### config.mk
export PLATFORM = sky130hd
export DESIGN_NAME = twc_queue
export DESIGN_NICKNAME = d
export VERILOG_FILES = /design/src/design/twc_pkg.sv /design/src/design/twc_queue.sv
export SDC_FILE = /design/constraint.sdc
export NUM_CORES = 1
export LEC_CHECK = 0
export BUFFER_PORTS_ARGS = -buffer_cell sky130_fd_sc_hd__buf_2
export CORE_MARGIN = 2
export CORE_UTILIZATION = 25
export DETAILED_ROUTE_END_ITERATION = 10
export GPL_TIMING_DRIVEN = 0
export PLACE_DENSITY = 0.46
export SETUP_SLACK_MARGIN = 0.2
export SYNTH_ARGS = -nofsm -noshare
export SYNTH_HDL_FRONTEND = slang
export SYNTH_SLANG_ARGS = --single-unit
### constraint.sdc
create_clock -name clk -period 6.05 [get_ports clk]
set_input_delay 1.21 -clock clk [delete_from_list [all_inputs] [get_ports clk]]
set_output_delay 1.21 -clock clk [all_outputs]
set_load 0.05 [all_outputs]
### src/design/twc_pkg.sv
// Shared types and constants for the twirl coordinate warp.
// No dependencies.
package twc_pkg;

  localparam logic signed [33:0] Q28_PI      = 34'sd843314857;
  localparam logic signed [33:0] Q28_TWO_PI  = 34'sd1686629713;
  localparam logic signed [33:0] Q28_HALF_PI = 34'sd421657428;
  localparam logic signed [31:0] Q28_GAIN    = 32'sd163008218;

  typedef enum logic [2:0] {
    REG_IMAGE_WIDTH  = 3'd0,
    REG_IMAGE_HEIGHT = 3'd1,
    REG_CENTER_X     = 3'd2,
    REG_CENTER_Y     = 3'd3,
    REG_RADIUS       = 3'd4,
    REG_TWIST_ANGLE  = 3'd5
  } reg_index_t;

  typedef struct packed {
    logic [11:0]        pixel_x;
    logic [11:0]        pixel_y;
    logic signed [16:0] dx;
    logic signed [16:0] dy;
    logic               in_radius;
  } front_carry_t;

  typedef struct packed {
    front_carry_t fc;
    logic [16:0]  ratio;
  } qent_t;

  typedef struct packed {
    logic  push;
    qent_t data;
  } q_push_t;

  typedef struct packed {
    logic  avail;
    qent_t data;
  } q_head_t;

  typedef struct packed {
    front_carry_t fc;
    logic         neg;
  } back_carry_t;

  // atan(2^-i) in Q.28
  function automatic logic signed [31:0] atan_q28(input int i);
    logic signed [31:0] r;
    case (i)
      0:  r = 32'sd210828714;
      1:  r = 32'sd124459457;
      2:  r = 32'sd65760959;
      3:  r = 32'sd33381290;
      4:  r = 32'sd16755422;
      5:  r = 32'sd8385879;
      6:  r = 32'sd4193963;
      7:  r = 32'sd2097109;
      8:  r = 32'sd1048571;
      9:  r = 32'sd524287;
      10: r = 32'sd262144;
      11: r = 32'sd131072;
      12: r = 32'sd65536;
      13: r = 32'sd32768;
      14: r = 32'sd16384;
      15: r = 32'sd8192;
      16: r = 32'sd4096;
      17: r = 32'sd2048;
      18: r = 32'sd1024;
      19: r = 32'sd512;
      20: r = 32'sd256;
      21: r = 32'sd128;
      22: r = 32'sd64;
      23: r = 32'sd32;
      default: r = 32'sd0;
    endcase
    return r;
  endfunction

endpackage

### src/design/twc_queue.sv
// Short queue between front and back pipelines.
// Depends on twc_pkg.
module twc_queue #(
  parameter int unsigned DEPTH = 4
) (
  input  logic             clk,
  input  logic             rst,
  input  twc_pkg::q_push_t wr,
  input  logic             pop,
  output logic             full,
  output twc_pkg::q_head_t head
);
  localparam int AW = $clog2(DEPTH);

  twc_pkg::qent_t  mem [DEPTH];
  logic [AW-1:0]   wr_ptr, rd_ptr;
  logic [AW:0]     count;

  assign full       = (count == (AW+1)'(DEPTH));
  assign head.avail = (count != '0);
  assign head.data  = mem[rd_ptr];

  always_ff @(posedge clk) begin
    if (wr.push) begin
      mem[wr_ptr] <= wr.data;
    end
  end

  always_ff @(posedge clk) begin
    if (rst) begin
      wr_ptr <= '0;
      rd_ptr <= '0;
      count  <= '0;
    end else begin
      if (wr.push) begin
        wr_ptr <= (wr_ptr == AW'(DEPTH - 1)) ? '0 : wr_ptr + 1'b1;
      end
      if (pop) begin
        rd_ptr <= (rd_ptr == AW'(DEPTH - 1)) ? '0 : rd_ptr + 1'b1;
      end
      if (wr.push && !pop) begin
        count <= count + 1'b1;
      end else if (pop && !wr.push) begin
        count <= count - 1'b1;
      end
    end
  end

endmodule

# After elaboration in Yosys (flattened, before gate mapping)
# Memory sizes are Yosys's and may differ from the RTL's. A register that Yosys moved wholly into a read port is not among the register bits.
# Cells that the tools add are included.
# word_totals
ram_bits	304
n_memories	1
output_inout_bits	78
regBits	7
input_bits	80
# op_classes
add_sub_neg	4
n_eq_ne	3
reduce_logical	6
muxes	8
# mem_list
name	words	width	rd	rd_ports_with_merged_regs	wr	line_no	source
mem	4	76	1	1	1	twc_queue.sv:15	twc_pkg::qent_t mem [DEPTH];
# ops
op	count
$mux 2	4
$mux 3	2
$add 2x1->2 const B	2
$eq 2x2->1 const B	2
$add 3x1->3 const B	1
$eq 3x3->1 const B	1
$reduce_bool 3->1	1
$sub 3x1->3 const B	1
$logic_and 1x1->1	2
$logic_not 1->1	2
$mux 1	2
$reduce_bool 2->1	1

# Depth between registers and ports, before layout
# depth
ltp_word	4
ltp_mapped	7
ltp_nobuf	7

# Worst setup path after synthesis
# OpenSTA, ideal clock, no wires.
# synth_path
path_kind	input port to flip-flop
start	in wr[76] (netlist bit)
end	mem mem[0][0] (netlist bit), enable pin
arrival_time_ns	2.984
slack_ns	2.624
path_buffers	0
path_stages	1
setup_time_ns	0.442
cell_sequence	and2_1
# synth_via
elab_chain_len	2
# synth_rtl
element	line_no	source
start, declared	twc_queue.sv:8	input twc_pkg::q_push_t wr,
$mux 1	twc_queue.sv:24	if (wr.push) begin
$mux 1 (not written as such)	twc_queue.sv:25	mem[wr_ptr] <= wr.data;
end, declared	twc_queue.sv:15	
# Every way passes these cells.

==> summary.md <==
| Metric | Value |
|---|---|
| Depth of the CTS H-tree | 2 |
| Final Critical Period | approximately 3.5 ns |
| Detailed Route Iter0 Violations | 226 |
| Synthesized flop and latch total | roughly 310 |
| Clk_skew | between 0.007 and 0.008 ns |
| Critical register-to-register path endpoint | mem[3][45] |
| Core ar. | 45,300 um2 |
| Global placement routability congestion | approximately 0.68 |
| Drt pass-1 iters | 4 |
| Hold Vio Cnt, Final | 0 |
| Power Total | roughly 5.2 mW |
| MaxCap Viol Count | 0 |
| Area leader, netlist | edfxtp_1 |
| Post-synth EDFFs | 304 |
| Setup ws final | 2.58 ns |
| DP HPWL | 14,900 um |
| Drt drc | 0 |
| CTS sink count | 313 |
| Inserted Clock Buffers | 35 |
| Hold endpoint | count[2] |
| Number of port buffers | 157 |
| Register area share after synthesis | 0.813 |
| Die Wd | 218 um |
| Die height | ~220 um |
| Post-synth top area share | 0.797 |
| # hold bufs at CTS | 0 |
| CP arrival | 2.26 ns |
| ANT nets after route | 0 |
| Clock network fraction of total power | 0.395 |
| Unique masters post-synth | 19 |
| Cell area after synthesis | 11,500 um2 |
| GRT Residual Overflow | 0 |
| Syn_nets | 528 |
| WHS Path Cells | 2 |
| Worst-margin pin slew | 0.783 ns |
| Worst Reg-to-Reg Cells | 3 |
| Die area | 47,500 um2 |
| Max Fclk | 0.288 GHz |
| Crit path max fanout | 10 |
| Psw | 1.26 mW |
| Setup CP Type | register to primary output |
| Reg2Reg Setup Slack | ~4.2 ns |
| Vias per Instance | 4.10 |
| Most numerous cell in the Yosys netlist | edfxtp_1 |
| Share of power burned in registers | 0.481 |
| Site Rows | about 80 |
| Async SR Flop Fraction | 0 |
| P&R area growth vs syn | 24.2% |
| Final Cycle Share | 0.573 |
| Internal power | around 4.0 mW |
| TNS Setup | 0 ns |
| Clock Latency Late Sink | 0.52 ns |
| Number of global-route vias before repair | 5,838 |
| Routed len/inst | 18.6 um |
| Initial antenna violation count | 2 |
| Post-CTS Resized | 0 |
| Synthesis Warnings | 0 |
| I/O pin total | 158 |
| Pin count of the biggest net entering global routing | 44 |
| GRT Util Overall | 0.100 |
| Top cells by instance count after synthesis | edfxtp_1 (304), mux4_2 (76), dfxtp_1 (9) |
| PwrDens | 367 nW/um2 |
| Via count | 5,161 |
| Initial core utilization | 0.253 |
| Synth top area cells | edfxtp_1 (80%), mux4_2 (15%), dfxtp_1 (1.6%), buf_12 (0.87%), ha_1 (0.66%) |
| Leakage | about 4.7 nW |
| Startpoint types | register |
| Global-route wire length before repair | about 35,000 um |
| CTS tree | built |
| Setup repair bufs after CTS | 0 |
| Max Transition Viols Final | 0 |
| Placement Setup Slack | just over 3 ns |
| Worst EP required | 4.84 ns |
| Sw Ratio | 0.241 |
| CTS max path bufs | 3 |
| Min-delay src | count[2] |
| Unrepaired setup endpoints after global routing | no |
| Post-synth top flop | edfxtp_1 |
| Final nets | between 700 and 800 |
| CTS root buffer | clkbuf_16 |
| Syn Area/Cell | 26.0 um2 |
| Reg-to-reg startpoint | wr_ptr[0] |
| Slew margin rel. | 0.478 |
| Setup crit end kind | primary output |
| Share of layout cells above drive strength 1 | 0.455 |
| VDD IR max | between 200 and 250 uV |
| Combinational Power Share | 0.124 |
| Final setup vio count | 0 |
| Synthesized instance count | 441 |
| Clock slew at reported path FFs | about 0.050 ns |
| Status | finished, final reports clean |
| Worst hold path type | register to register |
| Total wire length | around 23,000 um |
-- cells in the final DEF (no fill, tap or decap), types with 2 or more instances in the layout --
cell type / instances
mux4_2: 76
clkbuf_1: 6
nor3b_1: 2
clkbuf_16: 37
and2_4: 4
nor2_1: 7
bufinv_16: 4
clkinv_1: 5
buf_16: 4
buf_4: 3
edfxtp_1: 304
dfxtp_1: 9
ha_1: 6
or3_1: 2
buf_12: 5
inv_1: 4
buf_1: 3
buf_2: 162
a21oi_1: 2
mux2i_1: 4
xor2_1: 2
-- sequential cells by signal, summed over array words and instances (netlist names), named ones only --
| register | cells |
|---|---|
| mem | 304 |
| count | 3 |
| rd_ptr | 2 |
| wr_ptr | 2 |
-- routing by layer --
metal / global-route usage / up-vias / part of all wire
met4: 0.0336 / 2 / 0.024
met5: 0 / - / 0.00068
met1: 0.116 / 2712 / 0.41
met2: 0.176 / 120 / 0.51
li1: - / 2283 / -
met3: 0.0328 / 44 / 0.055
-- worst max path at each step --
| stage | endpoint | from |
|---|---|---|
| after floorplan | mem[0][0] | wr[76] |
| after global placement | mem[3][43] | wr[76] |
| after detailed placement | head[26] | register |
| after CTS | head[26] | register |
| after global routing | head[26] | register |
| final | head[26] | register |
-- power by group through the flow --
stage / clock [mW] / sequential (mW) / combinational (mW)
2_1_floorplan: 0 / 2.55 / 0.467
3_3_place_gp: 0 / 2.56 / 0.638
3_5_place_dp: 0 / 2.55 / 0.661
4_1_cts: 2.14 / 2.51 / 0.663
5_1_grt: 2.23 / 2.51 / 0.686
6_report: 2.06 / 2.51 / 0.644
-- critical path, stage by stage (launching register included) --
cell and delay, ns:
dfxtp_1 0.42, buf_2 0.35, buf_2 0.36, mux4_2 0.36, buf_2 0.24
-- stage by stage --
stage,util,area (um2),std cells,hold WS (ns)
final,0.314,14200,1258,0.510
after global routing,0.314,14200,1257,0.537
after CTS,0.314,14200,1257,0.512
after detailed placement,0.289,13100,1202,0.500
after global placement,0.287,13000,1198,0.486
after floorplan,-,11500,441,0.455
-- final cells by class --
class,count,area (um2)
Tap cell,600,751
Multi-Input combinational cell,107,1970
Antenna cell,1,2.50
Clock buffer,43,948
Sequential cell,313,9310
Clock inverter,12,160
Inverter,4,15.0
Buffer,17,170
Timing Repair Buffer,161,896
Fill cell,4391,31100
-- logic make-up after synthesis --
logic type,share of synthesized area
DFF,0.813
and+or+nand+nor,0.00688
buffers and inverters,0.0162
xor gates and xnor gates,0.00153
adders and majority gates,0.00830
AOI/OAI and AO/OA,0.00131
muxes,0.153
Power figures use the tool's default switching activity.
