===== config.mk =====
export PLATFORM = sky130hd
export DESIGN_NAME = twc_front_flat
export DESIGN_NICKNAME = d
export VERILOG_FILES = /design/src/design/twc_pkg.sv /design/src/design/twc_if.sv /design/src/design/twc_front.sv /design/src/flat_wrapper.sv
export SDC_FILE = /design/constraint.sdc
export NUM_CORES = 2
export LEC_CHECK = 0
export BUFFER_PORTS_ARGS = -buffer_cell sky130_fd_sc_hd__buf_2
export CORE_MARGIN = 2
export CORE_UTILIZATION = 45
export DETAILED_ROUTE_END_ITERATION = 10
export SLEW_MARGIN = 0
export SYNTH_ARGS = -nofsm -noshare
export SYNTH_HDL_FRONTEND = slang
export SYNTH_SLANG_ARGS = --single-unit

===== constraint.sdc =====
create_clock -name clk -period 135.6 [get_ports clk]
set_clock_uncertainty 0.15 [all_clocks]
set_input_delay 20.34 -clock clk [delete_from_list [all_inputs] [get_ports clk]]
set_output_delay 20.34 -clock clk [all_outputs]
set_load 0.05 [all_outputs]

===== src/design/twc_pkg.sv =====
// Shared types and constants for the twirl coordinate warp.
// No dependencies.
package twc_pkg;

  localparam logic signed [33:0] Q28_PI      = 34'sd843314857;
  localparam logic signed [33:0] Q28_TWO_PI  = 34'sd1686629713;
  localparam logic signed [33:0] Q28_HALF_PI = 34'sd421657428;
  localparam logic signed [31:0] Q28_GAIN    = 32'sd163008218;

  typedef enum logic [2:0] {
    REG_IMAGE_WIDTH  = 3'd0,
    REG_IMAGE_HEIGHT = 3'd1,
    REG_CENTER_X     = 3'd2,
    REG_CENTER_Y     = 3'd3,
    REG_RADIUS       = 3'd4,
    REG_TWIST_ANGLE  = 3'd5
  } reg_index_t;

  typedef struct packed {
    logic [11:0]        pixel_x;
    logic [11:0]        pixel_y;
    logic signed [16:0] dx;
    logic signed [16:0] dy;
    logic               in_radius;
  } front_carry_t;

  typedef struct packed {
    front_carry_t fc;
    logic [16:0]  ratio;
  } qent_t;

  typedef struct packed {
    logic  push;
    qent_t data;
  } q_push_t;

  typedef struct packed {
    logic  avail;
    qent_t data;
  } q_head_t;

  typedef struct packed {
    front_carry_t fc;
    logic         neg;
  } back_carry_t;

  // atan(2^-i) in Q.28
  function automatic logic signed [31:0] atan_q28(input int i);
    logic signed [31:0] r;
    case (i)
      0:  r = 32'sd210828714;
      1:  r = 32'sd124459457;
      2:  r = 32'sd65760959;
      3:  r = 32'sd33381290;
      4:  r = 32'sd16755422;
      5:  r = 32'sd8385879;
      6:  r = 32'sd4193963;
      7:  r = 32'sd2097109;
      8:  r = 32'sd1048571;
      9:  r = 32'sd524287;
      10: r = 32'sd262144;
      11: r = 32'sd131072;
      12: r = 32'sd65536;
      13: r = 32'sd32768;
      14: r = 32'sd16384;
      15: r = 32'sd8192;
      16: r = 32'sd4096;
      17: r = 32'sd2048;
      18: r = 32'sd1024;
      19: r = 32'sd512;
      20: r = 32'sd256;
      21: r = 32'sd128;
      22: r = 32'sd64;
      23: r = 32'sd32;
      default: r = 32'sd0;
    endcase
    return r;
  endfunction

endpackage


===== src/design/twc_if.sv =====
// Valid/ready channel interfaces for pixel requests and results.
// No dependencies.
interface twc_in_if;
  logic        valid;
  logic        ready;
  logic [11:0] pixel_x;
  logic [11:0] pixel_y;
  modport source (output valid, pixel_x, pixel_y, input ready);
  modport sink (input valid, pixel_x, pixel_y, output ready);
endinterface



===== src/design/twc_front.sv =====
// Front pipeline: offset from center, distance by square root, radius test, ratio.
// Depends on twc_pkg and twc_in_if.
module twc_front (
  input  logic              clk,
  input  logic              rst,
  twc_in_if.sink            pix_in,
  input  logic [15:0]       center_x,
  input  logic [15:0]       center_y,
  input  logic [15:0]       radius,
  input  logic              q_full,
  output twc_pkg::q_push_t  q_wr
);
  localparam int SQ_STEPS = 17;
  localparam int DV_STEPS = 17;
  localparam int ST_PREP  = 3 + SQ_STEPS;
  localparam int DEPTH    = ST_PREP + 1 + DV_STEPS;

  logic                  adv;
  logic [DEPTH-1:0]      vld;
  twc_pkg::front_carry_t car [DEPTH];
  twc_pkg::front_carry_t entry;
  twc_pkg::front_carry_t prep;
  logic signed [33:0]    dxe, dye;
  logic [33:0]           sq_x, sq_y, sq_sum;
  logic [34:0]           sq_rem  [SQ_STEPS+1];
  logic [16:0]           sq_root [SQ_STEPS+1];
  logic [16:0]           dv_rem  [DV_STEPS+1];
  logic [16:0]           dv_quo  [DV_STEPS+1];
  logic [16:0]           dist_q4;
  logic                  in_rad;

  assign adv          = !vld[DEPTH-1] || !q_full;
  assign pix_in.ready = adv;

  always_ff @(posedge clk) begin
    if (rst) begin
      vld <= '0;
    end else if (adv) begin
      vld <= {vld[DEPTH-2:0], pix_in.valid};
    end
  end

  always_comb begin
    entry.pixel_x   = pix_in.pixel_x;
    entry.pixel_y   = pix_in.pixel_y;
    entry.dx        = $signed({1'b0, pix_in.pixel_x, 4'b0000}) - $signed({1'b0, center_x});
    entry.dy        = $signed({1'b0, pix_in.pixel_y, 4'b0000}) - $signed({1'b0, center_y});
    entry.in_radius = 1'b0;
  end

  assign dxe = 34'(car[0].dx);
  assign dye = 34'(car[0].dy);

  always_ff @(posedge clk) begin
    if (adv) begin
      car[0] <= entry;
      sq_x   <= unsigned'(dxe * dxe);
      sq_y   <= unsigned'(dye * dye);
      sq_sum <= sq_x + sq_y;
    end
  end

  assign sq_rem[0]  = {1'b0, sq_sum};
  assign sq_root[0] = '0;

  // one root bit per stage, most significant first
  for (genvar g = 0; g < SQ_STEPS; g++) begin : g_sqrt
    localparam int B = SQ_STEPS - 1 - g;
    logic [34:0] cand;
    assign cand = (35'({sq_root[g], 1'b0}) << B) + (35'd1 << (2 * B));
    always_ff @(posedge clk) begin
      if (adv) begin
        if (sq_rem[g] >= cand) begin
          sq_rem[g+1]  <= sq_rem[g] - cand;
          sq_root[g+1] <= sq_root[g] | (17'd1 << B);
        end else begin
          sq_rem[g+1]  <= sq_rem[g];
          sq_root[g+1] <= sq_root[g];
        end
      end
    end
  end

  assign dist_q4 = sq_root[SQ_STEPS];
  assign in_rad  = (radius != 16'd0) && (dist_q4 < {1'b0, radius});

  always_comb begin
    prep           = car[ST_PREP-1];
    prep.in_radius = in_rad;
  end

  always_ff @(posedge clk) begin
    if (adv) begin
      dv_rem[0] <= in_rad ? ({1'b0, radius} - dist_q4) : '0;
      dv_quo[0] <= '0;
    end
  end

  for (genvar k = 1; k < DEPTH; k++) begin : g_carry
    always_ff @(posedge clk) begin
      if (adv) begin
        car[k] <= (k == ST_PREP) ? prep : car[k-1];
      end
    end
  end

  // restoring division (radius - dist) * 2^16 / radius, one quotient bit per stage
  for (genvar j = 0; j < DV_STEPS; j++) begin : g_div
    logic [16:0] val;
    if (j == 0) begin : g_first
      assign val = dv_rem[j];
    end else begin : g_rest
      assign val = {dv_rem[j][15:0], 1'b0};
    end
    always_ff @(posedge clk) begin
      if (adv) begin
        if (val >= {1'b0, radius}) begin
          dv_rem[j+1] <= val - {1'b0, radius};
          dv_quo[j+1] <= dv_quo[j] | (17'd1 << (DV_STEPS - 1 - j));
        end else begin
          dv_rem[j+1] <= val;
          dv_quo[j+1] <= dv_quo[j];
        end
      end
    end
  end

  always_comb begin
    q_wr.push       = vld[DEPTH-1] && !q_full;
    q_wr.data.fc    = car[DEPTH-1];
    q_wr.data.ratio = dv_quo[DV_STEPS];
  end

endmodule


===== src/flat_wrapper.sv =====
// flat-port wrapper written by rule: the top's interface ports become plain ports
module twc_front_flat 
  (clk, rst, center_x, center_y, radius, q_full, q_wr, pix_in_valid, pix_in_pixel_x, pix_in_pixel_y, pix_in_ready);
  twc_in_if pix_in_i ();
  input  logic clk;
  input  logic rst;
  input  logic [15:0] center_x;
  input  logic [15:0] center_y;
  input  logic [15:0] radius;
  input  logic q_full;
  output twc_pkg::q_push_t q_wr;
  input wire logic [$bits(pix_in_i.valid)-1:0] pix_in_valid;
  input wire logic [$bits(pix_in_i.pixel_x)-1:0] pix_in_pixel_x;
  input wire logic [$bits(pix_in_i.pixel_y)-1:0] pix_in_pixel_y;
  output wire logic [$bits(pix_in_i.ready)-1:0] pix_in_ready;
  assign pix_in_i.valid = pix_in_valid;
  assign pix_in_i.pixel_x = pix_in_pixel_x;
  assign pix_in_i.pixel_y = pix_in_pixel_y;
  assign pix_in_ready = pix_in_i.ready;
  twc_front u_core (.clk(clk), .rst(rst), .pix_in(pix_in_i), .center_x(center_x), .center_y(center_y), .radius(radius), .q_full(q_full), .q_wr(q_wr));
endmodule

==> After elaboration in Yosys (flattened, before gate mapping) <==
Memory sizes are Yosys's and may differ from the RTL's.
Index checks and enable logic that the tools add are counted.
{ "word_totals": {"reg_bits": 989, "ram_bits": 2854, "input_bits": 76, "output_inout_bits": 78, "word_cells": 343, "mem_count": 3} }
{ "mem_list": {"columns": ["memory", "depth", "word_bits", "read_ports", "rd_clocked_by_memory_dff", "write_ports", "line_no", "rtl"], "rows": [
  ["u_core.car", 38, 59, 38, 0, 38, "twc_front.sv:20", "twc_pkg::front_carry_t car [DEPTH];"],
  ["u_core.dv_quo", 18, 17, 18, 0, 18, "twc_front.sv:28", "logic [16:0] dv_quo [DV_STEPS+1];"],
  ["u_core.dv_rem", 18, 17, 17, 0, 18, "twc_front.sv:27", "logic [16:0] dv_rem [DV_STEPS+1];"]
]} }
{ "op_classes": {"add_sub_neg": 53, "multipliers": 2, "magnitude_cmp": 35, "mux": 156, "bitwise_logic": 34, "n_reduce_logical": 6} }
{ "ops": {"columns": ["op", "n"], "rows": [
  ["17-bit two-way mux", 36],
  ["35-bit >= comparator", 16],
  ["35-bit two-way mux", 15],
  ["35-bit subtractor", 15],
  ["17-bit by 16-bit >= comparator with 1-bit output", 17],
  ["17-bit by 16-bit subtractor with 17-bit output", 17],
  ["1-bit two-way mux", 104],
  ["17-bit by 17-bit multiplier with 34-bit output", 2],
  ["34-bit by 33-bit subtractor with 35-bit output (second input constant)", 1],
  ["33-bit by 31-bit adder with 34-bit output (second input constant)", 1],
  ["34-bit adder", 1],
  ["34-bit by 33-bit >= comparator with 1-bit output (second input constant)", 1],
  ["34-bit two-way mux", 1],
  ["1-bit OR", 34],
  ["16-bit by 16-bit subtractor with 17-bit output", 2],
  ["32-bit by 29-bit adder with 33-bit output (second input constant)", 1],
  ["31-bit by 27-bit adder with 32-bit output (second input constant)", 1],
  ["30-bit by 25-bit adder with 31-bit output (second input constant)", 1],
  ["29-bit by 23-bit adder with 30-bit output (second input constant)", 1],
  ["28-bit by 21-bit adder with 29-bit output (second input constant)", 1],
  ["27-bit by 19-bit adder with 28-bit output (second input constant)", 1],
  ["26-bit by 17-bit adder with 27-bit output (second input constant)", 1],
  ["25-bit by 15-bit adder with 26-bit output (second input constant)", 1],
  ["24-bit by 13-bit adder with 25-bit output (second input constant)", 1],
  ["other kinds (12)", 14]
]} }

==> Logic depth before layout (Yosys ltp) <==
An unclocked memory read counts as a cell.
{ "logic_depth": {"depth_word": 6, "ltp_mapped": 25} }

==> Least setup slack after synthesis <==
No wires, ideal clock.
{ "synth_path": {"path_kind": "input port to output port", "start": "input port q_full", "end": "output port pix_in_ready", "arrival_time_ps": 114341, "required_ps": 115110, "path_slack_ps": 769, "cell_stages": 5, "path_buffers": 3, "path_cell_list": "and2_1 -> clkbuf_1 -> inv_1 -> clkbuf_1 -> clkbuf_1"} }
{ "synth_via": {"elab_chain_len": 2} }
{ "synth_lines": {"columns": ["item", "line_no", "rtl"], "rows": [
  ["start, declared", "flat_wrapper.sv:10", "input logic q_full;"],
  ["1-bit logical NOT", "twc_front.sv:32", "assign adv = !vld[DEPTH-1] || !q_full;"],
  ["1-bit logical OR", "twc_front.sv:32", null],
  ["end, declared", "flat_wrapper.sv:15", "output wire logic [$bits(pix_in_i.ready)-1:0] pix_in_ready;"]
]} }
Every way passes these cells.

==> Final worst setup path <==
Ends and elaborated chain as after synthesis.

==> impl_metrics.env <==
export IMPL_synthFlopType="edfxtp_1"
export IMPL_clk_pin_slew_worst_paths_ns=0.06
export IMPL_hold_violations=0
export IMPL_endpoint_kind="output port"
export IMPL_grt_pass1_vias=80150
export IMPL_timing_final_crit_share_pct=30.87
export IMPL_grt_usage_pct=15.33
export IMPL_cts_root_buf="clkbuf_16"
export IMPL_cp_required_ns=115.11
export IMPL_netlist_instances=10140
export IMPL_num_nets_final=11840
export IMPL_antenna_found_initial=3
export IMPL_cts_buffers_inserted=364
export IMPL_wl_per_cell_um=17.50
export IMPL_synth_seq_area_share_pct=67.53
export IMPL_fmax_mhz=23.89
export IMPL_die_h_um=590.7
export IMPL_dieArea_um2=349000
export IMPL_tightest_slew_ns=1.257
export IMPL_grt_max_degree=205
export IMPL_clock_sinks=3497
export IMPL_die_w_um=590.7
export IMPL_cp_max_fo=48
export IMPL_regToRegSetupSlack_ns=128.02
export IMPL_drtPass1Iterations=6
export IMPL_gp_congestion=0.8618
export IMPL_drive_gt1_share_pct=8.727
export IMPL_path_cells="buf_2 > and2_2 > inv_8 > buf_2"
export IMPL_start_kind="primary input"
export IMPL_hold_depth=0
export IMPL_io_buffers=153
export IMPL_cts_tree="done"
export IMPL_max_stage_delay_ns=0.35
export IMPL_htreeDepth=5
export IMPL_ctsHoldBuffers=0
export IMPL_async_flop_share_pct=0
export IMPL_syn_to_final_growth_pct=11.41
export IMPL_run_status="finished clean"
export IMPL_slew_violations=0
export IMPL_grt_overflow=0
export IMPL_grt_setup_unrepaired="false"
export IMPL_drc=0
export IMPL_layout_min_cycle_time_ns=41.86
export IMPL_ff2ff_path_depth=21
export IMPL_dp_hpwl_mm=180.2
export IMPL_core_area_um2=342700
export IMPL_vias_per_cell=5.088
export IMPL_hold_class="reg -> reg"
export IMPL_clk_latency_ns=0.94
export IMPL_slew_headroom_pct=16.20
export IMPL_cpMaxStageDelayCell="buf_2"
export IMPL_grt_pass1_wl_mm=428.9
export IMPL_drtIter0Drc=5073
export IMPL_synth_cell_types=103
export IMPL_rows=215
export IMPL_synth_edff_count=3458
export IMPL_worstPathArrival_ns=21.37
export IMPL_ctsResizeCount=0
export IMPL_cts_buffer_depth=4
export IMPL_hold_path_endpoint="u_core.car[3][237]"
export IMPL_synth_area_top_cells="edfxtp_1, fa_1, ha_1"
export IMPL_fillers=28580
export IMPL_drt_total_wl_mm=269.0
export IMPL_synth_top_area_share_pct=67.03
export IMPL_synth_cell_area_um2=154900
export IMPL_crit_path_frequent_cell="buf_2"
export IMPL_yosysWarnings=0
export IMPL_io_pins=154
export IMPL_vias=78240
export IMPL_criticalPathCategory="in -> out"
export IMPL_ys_ff_latch=3497
export IMPL_avgSynthCellArea_um2=15.28
export IMPL_min_from="u_core.car[3][178]"
export IMPL_tns_ns=0
export IMPL_rr_endpoint="u_core.sq_x[32]"
export IMPL_setup_violations=0
export IMPL_regArea_um2=104600
export IMPL_start_util_pct=45.20
export IMPL_synth_nets=11460
export IMPL_post_cts_buffers=0
export IMPL_hold_ws_ns=0.2400
export IMPL_r2r_start="u_core.car[0][27]"
export IMPL_drv_cap=0
export IMPL_ant_nets=0
export IMPL_synth_largest_area_cell="edfxtp_1"
export IMPL_multiInputGateArea_um2=45360
-- synth_stat cells, types with 137 or more instances --
library cell,n
ha_1,698
a21oi_1,371
o21ai_0,379
edfxtp_1,3458
nor2_1,403
xnor2_1,347
nor3_1,163
a21o_1,143
inv_1,1008
nand2_1,635
fa_1,547
and2_1,137
xor2_1,210
-- stage by stage --
stage          instance area, um^2  std cells  worst slack (ns)  util (%)
2_1_floorplan               154900      10140            0.7686         -
3_3_place_gp                160900      14710             93.72     46.96
3_5_place_dp                160900      14710             93.72     46.96
4_1_cts                     172600      15370             93.71     50.36
5_1_grt                     172600      15380             93.68     50.36
6_report                    172600      15380             93.74     50.36
-- placed cells by master (no fill, tap or decap), types with 80 or more instances in the layout --
| cell | count |
|---|---|
| edfxtp_1 | 3458 |
| inv_1 | 996 |
| ha_1 | 698 |
| nand2_1 | 635 |
| fa_1 | 547 |
| nor2_1 | 402 |
| o21ai_0 | 379 |
| a21oi_1 | 370 |
| clkbuf_16 | 368 |
| xnor2_1 | 347 |
| xor2_1 | 210 |
| nor3_1 | 163 |
| buf_2 | 153 |
| a21o_1 | 143 |
| and2_1 | 136 |
| mux2_2 | 121 |
| nand3_1 | 116 |
| o21a_1 | 113 |
| nor2b_1 | 112 |
| nor4_1 | 107 |
| nand2b_1 | 106 |
| clkinv_1 | 91 |
| clkbuf_1 | 81 |
| buf_4 | 80 |
-- flip-flops by register name, summed over array words and instances (netlist names) --
| signal | cells |
|---|---|
| u_core.dv_rem | 273 |
| u_core.sq_y | 33 |
| u_core.car | 2220 |
| u_core.sq_rem | 560 |
| u_core.sq_sum | 34 |
| u_core.vld | 38 |
| u_core.sq_x | 33 |
| u_core.sq_root | 136 |
| u_core.dv_quo | 153 |
| u_core.dist_q4 | 17 |
-- kinds of logic after synthesis --
group | share of synthesized area [%]
AOI/OAI and AO/OA | 5.753
xor gates and xnor gates | 3.149
adders and majority gates | 12.71
buffers and inverters | 3.205
DFF | 67.53
muxes | 1.073
other | 0.002421
and+or+nand+nor | 6.578
-- worst max-delay path by stage --
stage          startpoint            to  depth (start not counted)
2_1_floorplan      q_full  pix_in_ready                          5
3_3_place_gp       q_full  pix_in_ready                          4
3_5_place_dp       q_full  pix_in_ready                          4
4_1_cts            q_full  pix_in_ready                          4
5_1_grt            q_full  pix_in_ready                          4
6_report           q_full  pix_in_ready                          4
-- critical path: cells and delay by family --
kind / cells / cell delay (ns)
buffers and inverters: 3 / 0.72
AND/OR/NAND/NOR: 1 / 0.24
-- layer usage --
layer | vias to the layer above | wire length, um | global-route usage [%]
met3 | 530 | 11150 | 2.453
met2 | 1416 | 134800 | 26.77
met1 | 38680 | 113000 | 19.16
met5 | - | 0 | 0
li1 | 37610 | - | -
met4 | 0 | 10060 | 5.844
-- final cells by class --
| cell class | instances | share of cell area, % |
|---|---|---|
| Antenna cell | 2 | 0.002900 |
| Clock buffer | 453 | 5.543 |
| Clock inverter | 208 | 1.214 |
| Inverter | 1010 | 2.201 |
| Multi-Input combinational cell | 5412 | 26.28 |
| Sequential cell | 3497 | 60.61 |
| Tap cell | 4557 | 3.303 |
| Timing Repair Buffer | 237 | 0.8380 |
Power is not shown: default switching activity piles up to over one toggle a cycle in this logic, so the estimate is an artifact.
